`src/design/asp_pkg.sv`:
```
// shared types and constants of the accelerometer swing peak detector
`default_nettype none

package asp_pkg;

  localparam int REG_BITS     = 16;
  localparam int CFG_IDX_BITS = 2;

  // configuration register indexes
  localparam logic [CFG_IDX_BITS-1:0] REG_START_THRESHOLD  = 2'd0;
  localparam logic [CFG_IDX_BITS-1:0] REG_END_THRESHOLD    = 2'd1;
  localparam logic [CFG_IDX_BITS-1:0] REG_FULL_POWER_LEVEL = 2'd2;

  // reset values, 1/2048 g per step
  localparam logic [REG_BITS-1:0] START_THRESHOLD_RESET  = 16'd4096;
  localparam logic [REG_BITS-1:0] END_THRESHOLD_RESET    = 16'd3072;
  localparam logic [REG_BITS-1:0] FULL_POWER_LEVEL_RESET = 16'd10240;

  // controller to datapath
  typedef struct packed {
    logic load;
    logic square;
    logic root;
    logic decide;
    logic divide;
    logic emit;
  } asp_cmd_t;

  // datapath to controller
  typedef struct packed {
    logic need_div;
    logic out_busy;
  } asp_status_t;

endpackage

`default_nettype wire

```
`src/design/asp_ctrl.sv`:
```
// sequencing state machine of the swing peak detector
`default_nettype none

module asp_ctrl
  import asp_pkg::*;
#(
  parameter int SAMPLE_BITS         = 16,
  parameter int POWER_FRACTION_BITS = 8
) (
  input  wire logic        clk_i,
  input  wire logic        rst_ni,
  input  wire logic        s_valid_i,
  output logic             s_ready_o,
  input  asp_status_t      status_i,
  output asp_cmd_t         cmd_o
);

  localparam int MaxSteps = (SAMPLE_BITS > POWER_FRACTION_BITS) ? SAMPLE_BITS
                                                                 : POWER_FRACTION_BITS;
  localparam int CntW     = $clog2(MaxSteps);

  typedef enum logic [2:0] {
    ST_IDLE,
    ST_SQUARE,
    ST_ROOT,
    ST_DECIDE,
    ST_DIVIDE,
    ST_EMIT
  } state_e;

  state_e            state_q, state_d;
  logic [CntW-1:0]   cnt_q, cnt_d;

  always_comb begin
    state_d = state_q;
    cnt_d   = cnt_q;
    unique case (state_q)
      ST_IDLE: begin
        if (s_valid_i) begin
          state_d = ST_SQUARE;
          cnt_d   = CntW'(2);
        end
      end
      ST_SQUARE: begin
        if (cnt_q == '0) begin
          state_d = ST_ROOT;
          cnt_d   = CntW'(SAMPLE_BITS - 1);
        end else begin
          cnt_d = cnt_q - 1'b1;
        end
      end
      ST_ROOT: begin
        if (cnt_q == '0) begin
          state_d = ST_DECIDE;
        end else begin
          cnt_d = cnt_q - 1'b1;
        end
      end
      ST_DECIDE: begin
        if (status_i.need_div) begin
          state_d = ST_DIVIDE;
          cnt_d   = CntW'(POWER_FRACTION_BITS - 1);
        end else begin
          state_d = ST_EMIT;
        end
      end
      ST_DIVIDE: begin
        if (cnt_q == '0) begin
          state_d = ST_EMIT;
        end else begin
          cnt_d = cnt_q - 1'b1;
        end
      end
      ST_EMIT: begin
        if (!status_i.out_busy) begin
          state_d = ST_IDLE;
        end
      end
      default: begin
        state_d = ST_IDLE;
      end
    endcase
  end

  always_ff @(posedge clk_i or negedge rst_ni) begin
    if (!rst_ni) begin
      state_q <= ST_IDLE;
      cnt_q   <= '0;
    end else begin
      state_q <= state_d;
      cnt_q   <= cnt_d;
    end
  end

  assign s_ready_o = (state_q == ST_IDLE);

  always_comb begin
    cmd_o        = '0;
    cmd_o.load   = (state_q == ST_IDLE) && s_valid_i;
    cmd_o.square = (state_q == ST_SQUARE);
    cmd_o.root   = (state_q == ST_ROOT);
    cmd_o.decide = (state_q == ST_DECIDE);
    cmd_o.divide = (state_q == ST_DIVIDE);
    cmd_o.emit   = (state_q == ST_EMIT) && !status_i.out_busy;
  end

endmodule

`default_nettype wire

```
`src/design/asp_datapath.sv`:
```
// squarer, square root, swing tracking, power divider and output register
`default_nettype none

module asp_datapath
  import asp_pkg::*;
#(
  parameter int SAMPLE_BITS         = 16,
  parameter int POWER_FRACTION_BITS = 8
) (
  input  wire logic                         clk_i,
  input  wire logic                         rst_ni,
  input  asp_cmd_t                          cmd_i,
  output asp_status_t                       status_o,
  input  wire logic [SAMPLE_BITS-1:0]       accel_x_i,
  input  wire logic [SAMPLE_BITS-1:0]       accel_y_i,
  input  wire logic [SAMPLE_BITS-1:0]       accel_z_i,
  input  wire logic [REG_BITS-1:0]          start_threshold_i,
  input  wire logic [REG_BITS-1:0]          end_threshold_i,
  input  wire logic [REG_BITS-1:0]          full_power_level_i,
  output logic                              out_valid_o,
  input  wire logic                         out_ready_i,
  output logic                              swing_done_o,
  output logic [POWER_FRACTION_BITS:0]      swing_power_o
);

  localparam int SqW  = 2 * SAMPLE_BITS;
  localparam int RemW = SAMPLE_BITS + 3;
  localparam int CmpW = (SAMPLE_BITS > REG_BITS) ? SAMPLE_BITS : REG_BITS;
  localparam int PowW = POWER_FRACTION_BITS + 1;
  localparam logic [PowW-1:0] PowerFull = {1'b1, {POWER_FRACTION_BITS{1'b0}}};

  function automatic logic [SAMPLE_BITS-1:0] abs_f(input logic [SAMPLE_BITS-1:0] v);
    return v[SAMPLE_BITS-1] ? (~v + 1'b1) : v;
  endfunction

  logic [SAMPLE_BITS-1:0] ax_q, ay_q, az_q;
  logic [SqW-1:0]         acc_q;
  logic [RemW-1:0]        rem_q;
  logic [SAMPLE_BITS-1:0] root_q;
  logic                   in_swing_q;
  logic [SAMPLE_BITS-1:0] peak_q;
  logic                   done_q;
  logic [PowW-1:0]        power_q;
  logic [REG_BITS-1:0]    div_rem_q;
  logic                   out_valid_q;
  logic                   out_done_q;
  logic [PowW-1:0]        out_power_q;

  // square of the axis at the head of the shift line
  logic [SqW-1:0] sq;
  assign sq = SqW'(ax_q) * SqW'(ax_q);

  // one root bit per step, two radicand bits shifted in
  logic [RemW-1:0] rem_shift, trial;
  logic            root_fit;
  assign rem_shift = {rem_q[RemW-3:0], acc_q[SqW-1 -: 2]};
  assign trial     = RemW'({root_q, 2'b01});
  assign root_fit  = rem_shift >= trial;

  // swing decision on the finished magnitude
  logic [CmpW-1:0]        mag_c, peak_c, start_c, end_c, full_c, newpeak_c;
  logic                   swing_d, dec_done, need_div;
  logic [SAMPLE_BITS-1:0] peak_d;
  logic [PowW-1:0]        dec_power;
  logic [REG_BITS-1:0]    div_num;

  assign mag_c   = CmpW'(root_q);
  assign peak_c  = CmpW'(peak_q);
  assign start_c = CmpW'(start_threshold_i);
  assign end_c   = CmpW'(end_threshold_i);
  assign full_c  = CmpW'(full_power_level_i);
  assign newpeak_c = (mag_c > peak_c) ? mag_c : peak_c;
  assign div_num   = REG_BITS'(newpeak_c - start_c);

  always_comb begin
    swing_d   = in_swing_q;
    peak_d    = peak_q;
    dec_done  = 1'b0;
    dec_power = '0;
    need_div  = 1'b0;
    if (!in_swing_q) begin
      if (mag_c > start_c) begin
        swing_d = 1'b1;
        peak_d  = root_q;
      end
    end else begin
      peak_d = SAMPLE_BITS'(newpeak_c);
      if (mag_c < end_c) begin
        swing_d  = 1'b0;
        dec_done = 1'b1;
        if (full_c <= start_c) begin
          dec_power = PowerFull;
        end else if (newpeak_c <= start_c) begin
          dec_power = '0;
        end else if (newpeak_c >= full_c) begin
          dec_power = PowerFull;
        end else begin
          // quotient stays below full scale here
          need_div = 1'b1;
        end
      end
    end
  end

  // restoring divider, remainder always below the divisor
  logic [REG_BITS:0] div_shift, den;
  logic              div_fit;
  assign div_shift = {div_rem_q, 1'b0};
  assign den       = {1'b0, full_power_level_i - start_threshold_i};
  assign div_fit   = div_shift >= den;

  assign status_o.need_div = need_div;
  assign status_o.out_busy = out_valid_q && !out_ready_i;

  always_ff @(posedge clk_i or negedge rst_ni) begin
    if (!rst_ni) begin
      in_swing_q  <= 1'b0;
      peak_q      <= '0;
      out_valid_q <= 1'b0;
    end else begin
      if (cmd_i.decide) begin
        in_swing_q <= swing_d;
        peak_q     <= peak_d;
      end
      if (cmd_i.emit) begin
        out_valid_q <= 1'b1;
      end else if (out_ready_i) begin
        out_valid_q <= 1'b0;
      end
    end
  end

  always_ff @(posedge clk_i) begin
    if (cmd_i.load) begin
      ax_q   <= abs_f(accel_x_i);
      ay_q   <= abs_f(accel_y_i);
      az_q   <= abs_f(accel_z_i);
      acc_q  <= '0;
      rem_q  <= '0;
      root_q <= '0;
    end
    if (cmd_i.square) begin
      acc_q <= acc_q + sq;
      ax_q  <= ay_q;
      ay_q  <= az_q;
    end
    if (cmd_i.root) begin
      acc_q <= {acc_q[SqW-3:0], 2'b00};
      if (root_fit) begin
        rem_q  <= rem_shift - trial;
        root_q <= {root_q[SAMPLE_BITS-2:0], 1'b1};
      end else begin
        rem_q  <= rem_shift;
        root_q <= {root_q[SAMPLE_BITS-2:0], 1'b0};
      end
    end
    if (cmd_i.decide) begin
      done_q    <= dec_done;
      power_q   <= dec_power;
      div_rem_q <= div_num;
    end
    if (cmd_i.divide) begin
      if (div_fit) begin
        div_rem_q <= REG_BITS'(div_shift - den);
        power_q   <= {power_q[PowW-2:0], 1'b1};
      end else begin
        div_rem_q <= div_shift[REG_BITS-1:0];
        power_q   <= {power_q[PowW-2:0], 1'b0};
      end
    end
    if (cmd_i.emit) begin
      out_done_q  <= done_q;
      out_power_q <= power_q;
    end
  end

  assign out_valid_o   = out_valid_q;
  assign swing_done_o  = out_done_q;
  assign swing_power_o = out_power_q;

endmodule

`default_nettype wire

```
`src/design/accel_swing_peak_detector.sv`:
```
// Accelerometer swing peak detector, top level.
//
// Slave stream takes one x/y/z sample (two's complement, 1/2048 g) per
// transaction. Master stream returns exactly one result per sample:
// tuser carries swing_done, tdata carries swing_power (full scale
// 2^POWER_FRACTION_BITS, zero when no swing ended).
// The write port sets start_threshold (0), end_threshold (1) and
// full_power_level (2); other indexes are dropped.
//
// One sample at a time: the shared squarer for the three axes, the bit-serial
// square root, a decision step, the restoring divider when a swing ends with
// a peak between the thresholds, then the output register. Once the result
// is in the output register, the block is idle and takes a new sample.
// A stalled result waits in the output register while the next sample is
// already taken and worked on; that sample then holds until the register
// frees. Reset leaves the block idle, out of a swing, with default thresholds.
`default_nettype none

module accel_swing_peak_detector
  import asp_pkg::*;
#(
  parameter int SAMPLE_BITS         = 16,
  parameter int POWER_FRACTION_BITS = 8
) (
  input  wire logic                                        clk_i,
  input  wire logic                                        rst_ni,
  input  wire logic                                        s_axis_tvalid_i,
  output logic                                             s_axis_tready_o,
  // accel_x, accel_y, accel_z from bit 0 up
  input  wire logic [((3*SAMPLE_BITS+7)/8)*8-1:0]          s_axis_tdata_i,
  output logic                                             m_axis_tvalid_o,
  input  wire logic                                        m_axis_tready_i,
  // swing_power
  output logic [((POWER_FRACTION_BITS+8)/8)*8-1:0]         m_axis_tdata_o,
  // swing_done
  output logic                                             m_axis_tuser_o,
  input  wire logic                                        cfg_we_i,
  input  wire logic [CFG_IDX_BITS-1:0]                     cfg_idx_i,
  input  wire logic [REG_BITS-1:0]                         cfg_data_i
);

  localparam int OutW = ((POWER_FRACTION_BITS + 8) / 8) * 8;

  logic [REG_BITS-1:0] start_threshold_q, end_threshold_q, full_power_level_q;

  always_ff @(posedge clk_i or negedge rst_ni) begin
    if (!rst_ni) begin
      start_threshold_q  <= START_THRESHOLD_RESET;
      end_threshold_q    <= END_THRESHOLD_RESET;
      full_power_level_q <= FULL_POWER_LEVEL_RESET;
    end else if (cfg_we_i) begin
      unique case (cfg_idx_i)
        REG_START_THRESHOLD:  start_threshold_q  <= cfg_data_i;
        REG_END_THRESHOLD:    end_threshold_q    <= cfg_data_i;
        REG_FULL_POWER_LEVEL: full_power_level_q <= cfg_data_i;
        default: ;
      endcase
    end
  end

  asp_cmd_t                      cmd;
  asp_status_t                   status;
  logic [POWER_FRACTION_BITS:0]  swing_power;

  asp_ctrl #(
    .SAMPLE_BITS        (SAMPLE_BITS),
    .POWER_FRACTION_BITS(POWER_FRACTION_BITS)
  ) u_ctrl (
    .clk_i    (clk_i),
    .rst_ni   (rst_ni),
    .s_valid_i(s_axis_tvalid_i),
    .s_ready_o(s_axis_tready_o),
    .status_i (status),
    .cmd_o    (cmd)
  );

  asp_datapath #(
    .SAMPLE_BITS        (SAMPLE_BITS),
    .POWER_FRACTION_BITS(POWER_FRACTION_BITS)
  ) u_datapath (
    .clk_i             (clk_i),
    .rst_ni            (rst_ni),
    .cmd_i             (cmd),
    .status_o          (status),
    .accel_x_i         (s_axis_tdata_i[SAMPLE_BITS-1:0]),
    .accel_y_i         (s_axis_tdata_i[2*SAMPLE_BITS-1:SAMPLE_BITS]),
    .accel_z_i         (s_axis_tdata_i[3*SAMPLE_BITS-1:2*SAMPLE_BITS]),
    .start_threshold_i (start_threshold_q),
    .end_threshold_i   (end_threshold_q),
    .full_power_level_i(full_power_level_q),
    .out_valid_o       (m_axis_tvalid_o),
    .out_ready_i       (m_axis_tready_i),
    .swing_done_o      (m_axis_tuser_o),
    .swing_power_o     (swing_power)
  );

  assign m_axis_tdata_o = OutW'(swing_power);

endmodule

`default_nettype wire

```
`config.mk`:
```
export PLATFORM = sky130hd
export DESIGN_NAME = accel_swing_peak_detector
export DESIGN_NICKNAME = d
export VERILOG_FILES = /design/src/design/asp_pkg.sv /design/src/design/asp_ctrl.sv /design/src/design/asp_datapath.sv /design/src/design/accel_swing_peak_detector.sv
export SDC_FILE = /design/constraint.sdc
export NUM_CORES = 1
export LEC_CHECK = 0
export BUFFER_PORTS_ARGS = -buffer_cell sky130_fd_sc_hd__buf_4
export CORE_MARGIN = 10
export CORE_UTILIZATION = 60
export DETAILED_ROUTE_END_ITERATION = 6
export HOLD_SLACK_MARGIN = 0.05
export PLACE_DENSITY = 0.78
export SYNTH_ARGS = -nofsm -noshare
export SYNTH_HDL_FRONTEND = slang
export SYNTH_SLANG_ARGS = --single-unit
```
`constraint.sdc`:
```
create_clock -name clk_i -period 7.3 [get_ports clk_i]
set_input_delay 1.46 -clock clk_i [delete_from_list [all_inputs] [get_ports clk_i]]
set_output_delay 1.46 -clock clk_i [all_outputs]
set_load 0.005 [all_outputs]
```
=== Word level (Yosys, flattened, before mapping) ===
Index checks and enable logic that the tools add are counted.

* Bits in registers: 222
* Bits of input ports: 71
* Output and inout bits: 19

* $add $sub $neg: 9
* Multipliers: 1
* Magnitude comparators: 8
* Eq/ne operators: 14
* Multiplexer cells: 53
* Bitwise gates (word level): 3
* Reduce and logical (&&, ||, !) cells: 22

{| class="wikitable"
|+ Operator list
! kind !! number
|-
| $mux W16 || 14
|-
| $mux W32 || 3
|-
| $mux W9 || 7
|-
| $mux W17 || 3
|-
| $add A16 B1 Y16 const B || 3
|-
| $not A16 Y16 || 3
|-
| $sub A16 B16 Y16 || 3
|-
| $add A32 B32 Y32 || 1
|-
| $gt A16 B16 Y1 || 2
|-
| $le A16 B16 Y1 || 2
|-
| $mul A16 B16 Y32 || 1
|-
| $ge A19 B18 Y1 || 1
|-
| $pmux W3 S6 || 1
|-
| $ge A17 B16 Y1 || 1
|-
| $sub A17 B17 Y17 || 1
|-
| $ge A16 B16 Y1 || 1
|-
| $lt A16 B16 Y1 || 1
|-
| $mux W4 || 4
|-
| $pmux W4 S4 || 1
|-
| $mux W15 || 1
|-
| $mux W3 || 5
|-
| $mux W1 || 14
|-
| $reduce_bool A2 Y1 || 5
|-
| $ne A2 B1 Y1 const B || 4
|-
| other kinds (18) || 28
|}

=== Logic depth before layout (Yosys ltp) ===
* Word-level depth: 10
* Gate-level depth with buffers: 25
* Depth with buffers taken out: 24

=== By module ===
Synthesis repeated with hierarchy kept, for this count alone.

* Cells, all modules: 2,411
* Area total of the unflattened synthesis: 22,957.0 um^2

{| class="wikitable"
|+ Modules (own cells, without submodules)
! module !! times used !! cells an instance !! area an instance (um^2)
|-
| asp_datapath || 1 || 2,234 || 20,484.6
|-
| accel_swing_peak_detector || 1 || 110 || 1,878.1
|-
| asp_ctrl || 1 || 67 || 594.3
|}

=== Least setup slack after synthesis ===
OpenSTA, ideal clock, no wires.

* Path type: register to register
* Start: register u_datapath.ax_q[4]
* End: register u_datapath.acc_q[30], data pin
* Arrival: 6.253 ns
* Data required time: 7.026 ns
* Path slack: 0.773 ns
* Stages on the path, launching flop included: 22
* Path buffers: 2
* Clock period less this slack: 6.527 ns
* Path through: edfxtp_1 clkbuf_1 clkbuf_1 nand2_1 fa_1 inv_1 fa_1 fa_1 fa_1 fa_1 inv_1 fa_1 inv_1 ha_1 nand4_1 or2_2 o311ai_1 nor4_1 o41a_1 o21ai_1 xnor2_1 o22ai_1

* Longest elaborated chain between the ends: 4

{| class="wikitable"
|+ RTL lines
! element !! line !! source
|-
| start: declaration || asp_datapath.sv:36 || <nowiki>logic [SAMPLE_BITS-1:0] ax_q, ay_q, az_q;</nowiki>
|-
| start signal: assignment || asp_datapath.sv:135 || <nowiki>ax_q <= abs_f(accel_x_i);</nowiki>
|-
| start signal: assignment || asp_datapath.sv:144 || <nowiki>ax_q <= ay_q;</nowiki>
|-
| $mul A16 B16 Y32 || asp_datapath.sv:51 || <nowiki>assign sq = SqW'(ax_q) * SqW'(ax_q);</nowiki>
|-
| $add A32 B32 Y32 || asp_datapath.sv:143 || <nowiki>acc_q <= acc_q + sq;</nowiki>
|-
| $mux W32 || asp_datapath.sv:142 || <nowiki>if (cmd_i.square) begin</nowiki>
|-
| $mux W32 || asp_datapath.sv:147 || <nowiki>if (cmd_i.root) begin</nowiki>
|-
| end signal: assignment || asp_datapath.sv:143 ||
|-
| end signal: assignment || asp_datapath.sv:148 || <nowiki>acc_q <= {acc_q[SqW-3:0], 2'b00};</nowiki>
|-
| end: declaration || asp_datapath.sv:37 || <nowiki>logic [SqW-1:0] acc_q;</nowiki>
|}

Every way passes these cells.
A chain may end at the register's enable or synchronous reset.

=== Worst setup path after layout ===
* Start: register u_datapath.ax_q[2]
* End: register u_datapath.acc_q[30], data pin

Same word-level chain as after synthesis.

==> results.json <==
{
  "synth_top_cell_by_area": "edfxtp_1",
  "grt_max_degree": 75,
  "grt.total_usage_pct": 21.9,
  "postRouteAntennaNets": 0,
  "maxSlewHeadroom_pct": 26.7,
  "path_class": "reg -> reg",
  "yosysUniqueCellTypes": 71,
  "detail_route.wl_per_cell_um": 16.9,
  "ys_seq_elements": 222,
  "fin_crit_ns": 6.96,
  "hold_buffers": 0,
  "ys_async_sr_fraction_pct": 32.9,
  "cp_max_fo": 17,
  "maxSlewViolCount": 0,
  "avgSynthCellArea_um2": 9.37,
  "start_util_pct": 60.5,
  "synth_ff_type": "edfxtp_1",
  "tightest_slew_ns": 1.10,
  "grt_pass1_wl_mm": 84.6,
  "fin_cells": 3011,
  "synth_top_area_share_pct": 19.5,
  "synth_edf_count": 147,
  "cts_num_sinks": 222,
  "rows": 71,
  "grt.overflow.total": 0,
  "htree_levels": 1,
  "place_area_mm2": 0.0238,
  "maxCapViolCount": 0,
  "worst_ep_arrival_time_ns": 7.26,
  "cp-end-kind": "flop",
  "dp_cells": 2962,
  "antenna_found_initial": 0,
  "placeableCoreArea_mm2": 0.0374,
  "ys_top_cells_by_area": "edfxtp_1 (20%), fa_1 (17%), ha_1 (13%), inv_1 (7.6%), dfrtp_1 (7.5%)",
  "worstHoldPathType": "reg -> reg",
  "finalSetupViolCount": 0,
  "tns_ns": 0,
  "yosysWarnings": 0,
  "cts_resized": 0,
  "nets": 2986,
  "routed_wl_mm": 51.0,
  "cts-root-buf": "clkbuf_16",
  "io_pins": 90,
  "die_h_um": 214,
  "clock_path_buffers": 3,
  "required_ns": 7.59,
  "path_clk_slew_ns": 0.06,
  "dr.pass1.iters": 7,
  "port_buffers": 82,
  "syn-cell-area_mm2": 0.0226,
  "final_area_mm2": 0.0246,
  "drive_gt1_share_pct": 8.60,
  "whs_ns": 0.433,
  "n_fill_cell": 2970,
  "place_congestion": 0.919,
  "floorplan.die.width_um": 214,
  "dpl.hpwl_mm": 41.6,
  "grt_pass1_vias": 17300,
  "yosysSeqAreaShare_pct": 27.8,
  "drt-initial-drc-count": 1284,
  "fmaxAchievable_ghz": 0.144,
  "status": "finished, final reports clean",
  "clock_latency_ns": 0.56,
  "via_per_inst": 5.62,
  "drc": 0,
  "cts_buffers": 25,
  "area_growth_pct": 8.75,
  "cts_tree": "yes",
  "dieArea_mm2": 0.0459,
  "vias": 16900,
  "crit_path_start_kind": "flop",
  "clock_skew_ns": 0.0322,
  "postSynthCellCount": 2414,
  "diodes": 0,
  "rsz0062_at_grt": "no",
  "hold_viol": 0,
  "post_cts_buffers": 0,
  "fin_crit_sh_pct": 95.4
}
==> cell usage after synthesis (7+ instances only) <==
cell / count
o22ai_1: 15
a21oi_1: 100
fa_1: 197
o31ai_1: 12
nor2_1: 98
nand4_1: 15
clkbuf_1: 60
ha_1: 237
buf_4: 7
o21a_1: 16
nor3_1: 26
and2_1: 47
nand3_1: 27
o21bai_1: 10
or2_2: 7
a211oi_1: 10
a31oi_1: 18
or3_1: 29
xnor2_1: 60
nand2b_1: 19
edfxtp_1: 147
xor2_1: 61
nor4_1: 8
mux2_2: 36
nor2b_1: 21
nand2_1: 246
dfrtp_1: 68
and3_1: 23
o21ai_0: 138
mux2i_1: 22
a21o_1: 66
inv_1: 457
o211ai_1: 11
==> worst max-delay path, cell delays in order, from the launching register on <==
cell      delay, ns
edfxtp_1       0.78
and2_1         0.26
inv_1          0.07
fa_1           0.52
inv_1          0.06
fa_1           0.50
fa_1           0.52
fa_1           0.51
fa_1           0.54
inv_1          0.05
fa_1           0.52
inv_1          0.04
ha_1           0.35
nand4_1        0.13
or2_2          0.32
o311ai_1       0.49
nor4_1         0.14
o41a_1         0.51
o21ai_1        0.17
xnor2_1        0.13
o22ai_1        0.09
==> metal layers <==
metal	global-route usage [%]	vias up	part of all wire [%]
met5	0	-	0
met4	6.33	0	2.6
met3	3.09	84	5.5
met2	35.9	479	46
met1	29.7	8197	46
li1	-	8161	-
==> registers in the layout (all words and copies together) (netlist names), 3 cells and up <==
register,flops
u_datapath.ay_q,16
u_ctrl.cnt_q,4
u_datapath.div_rem_q,16
u_datapath.power_q,9
u_datapath.peak_c,16
u_datapath.rem_q,17
u_datapath.ax_q,16
start_threshold_q,16
end_threshold_q,16
u_datapath.mag_c,16
u_datapath.swing_power_o,9
full_power_level_q,16
u_datapath.acc_q,32
u_ctrl.state_q,3
u_datapath.az_q,16
==> layout make-up <==
class / count / area (um2) / share of cell area, %
inverters: 457 / 1720 / 6.98
multi-input cells: 1668 / 14400 / 58.4
repair buffers: 107 / 803 / 3.27
flip-flops and latches: 222 / 6290 / 25.6
clock inverters: 17 / 150 / 0.611
clock buffers: 29 / 641 / 2.60
well taps: 511 / 639 / 2.60
==> layout by cell type, fill, tap and decap left out, types with 22 or more instances in the layout <==
| cell type | count |
|---|---|
| and3_1 | 23 |
| nor2_1 | 97 |
| a21o_1 | 66 |
| xnor2_1 | 60 |
| ha_1 | 237 |
| mux2_2 | 36 |
| nor3_1 | 25 |
| and2_1 | 47 |
| nand2_1 | 246 |
| fa_1 | 197 |
| nand3_1 | 27 |
| a21oi_1 | 99 |
| o21ai_0 | 138 |
| xor2_1 | 61 |
| inv_1 | 457 |
| dfrtp_1 | 68 |
| buf_4 | 107 |
| clkbuf_16 | 25 |
| edfxtp_1 | 147 |
| or3_1 | 29 |
| mux2i_1 | 22 |
==> metrics by stage <==
stage	util [%]	worst slack [ns]
3_3_place_gp	63.6	0.588
3_5_place_dp	63.6	0.344
2_1_floorplan	-	0.773
4_1_cts	65.7	0.325
5_1_grt	65.8	0.0247
6_report	65.8	0.336
==> path summary, 6_finish.rpt <==
kind,cells past startpoint,startpoint,endpoint,slack [ns]
max,20,u_datapath.ax_q[2]$_DFFE_PP_,u_datapath.acc_q[30]$_DFFE_PP_,0.34
min,0,u_datapath.power_q[6]$_SDFFCE_PN0P_,u_datapath.swing_power_o[6]$_DFFE_PP_,0.43
max in group asynchronous,1,rst_ni,u_ctrl.state_q[2]$_DFFE_PN0P_,5.63
min reg2reg,0,u_datapath.power_q[6]$_SDFFCE_PN0P_,u_datapath.swing_power_o[6]$_DFFE_PP_,0.43
min in group asynchronous,1,rst_ni,u_datapath.peak_c[14]$_DFFE_PN0P_,1.03
max reg2reg,20,u_datapath.ax_q[2]$_DFFE_PP_,u_datapath.acc_q[30]$_DFFE_PP_,0.34
==> cell families after synthesis <==
kind of cell / Yosys count / synth area share, %
other: 1 / 0.0166
AO/OA/AOI/OAI: 461 / 12.9
XOR/XNOR: 121 / 4.69
adder cells (fa/ha/maj): 434 / 30.6
flip-flops: 222 / 27.8
buffers and inverters: 530 / 8.92
multiplexers: 58 / 2.77
AND/OR/NAND/NOR: 587 / 12.4
Power is left out: the tool's default activity adds up to more than one toggle a clock period on the data nets, which glitch-free logic cannot reach.
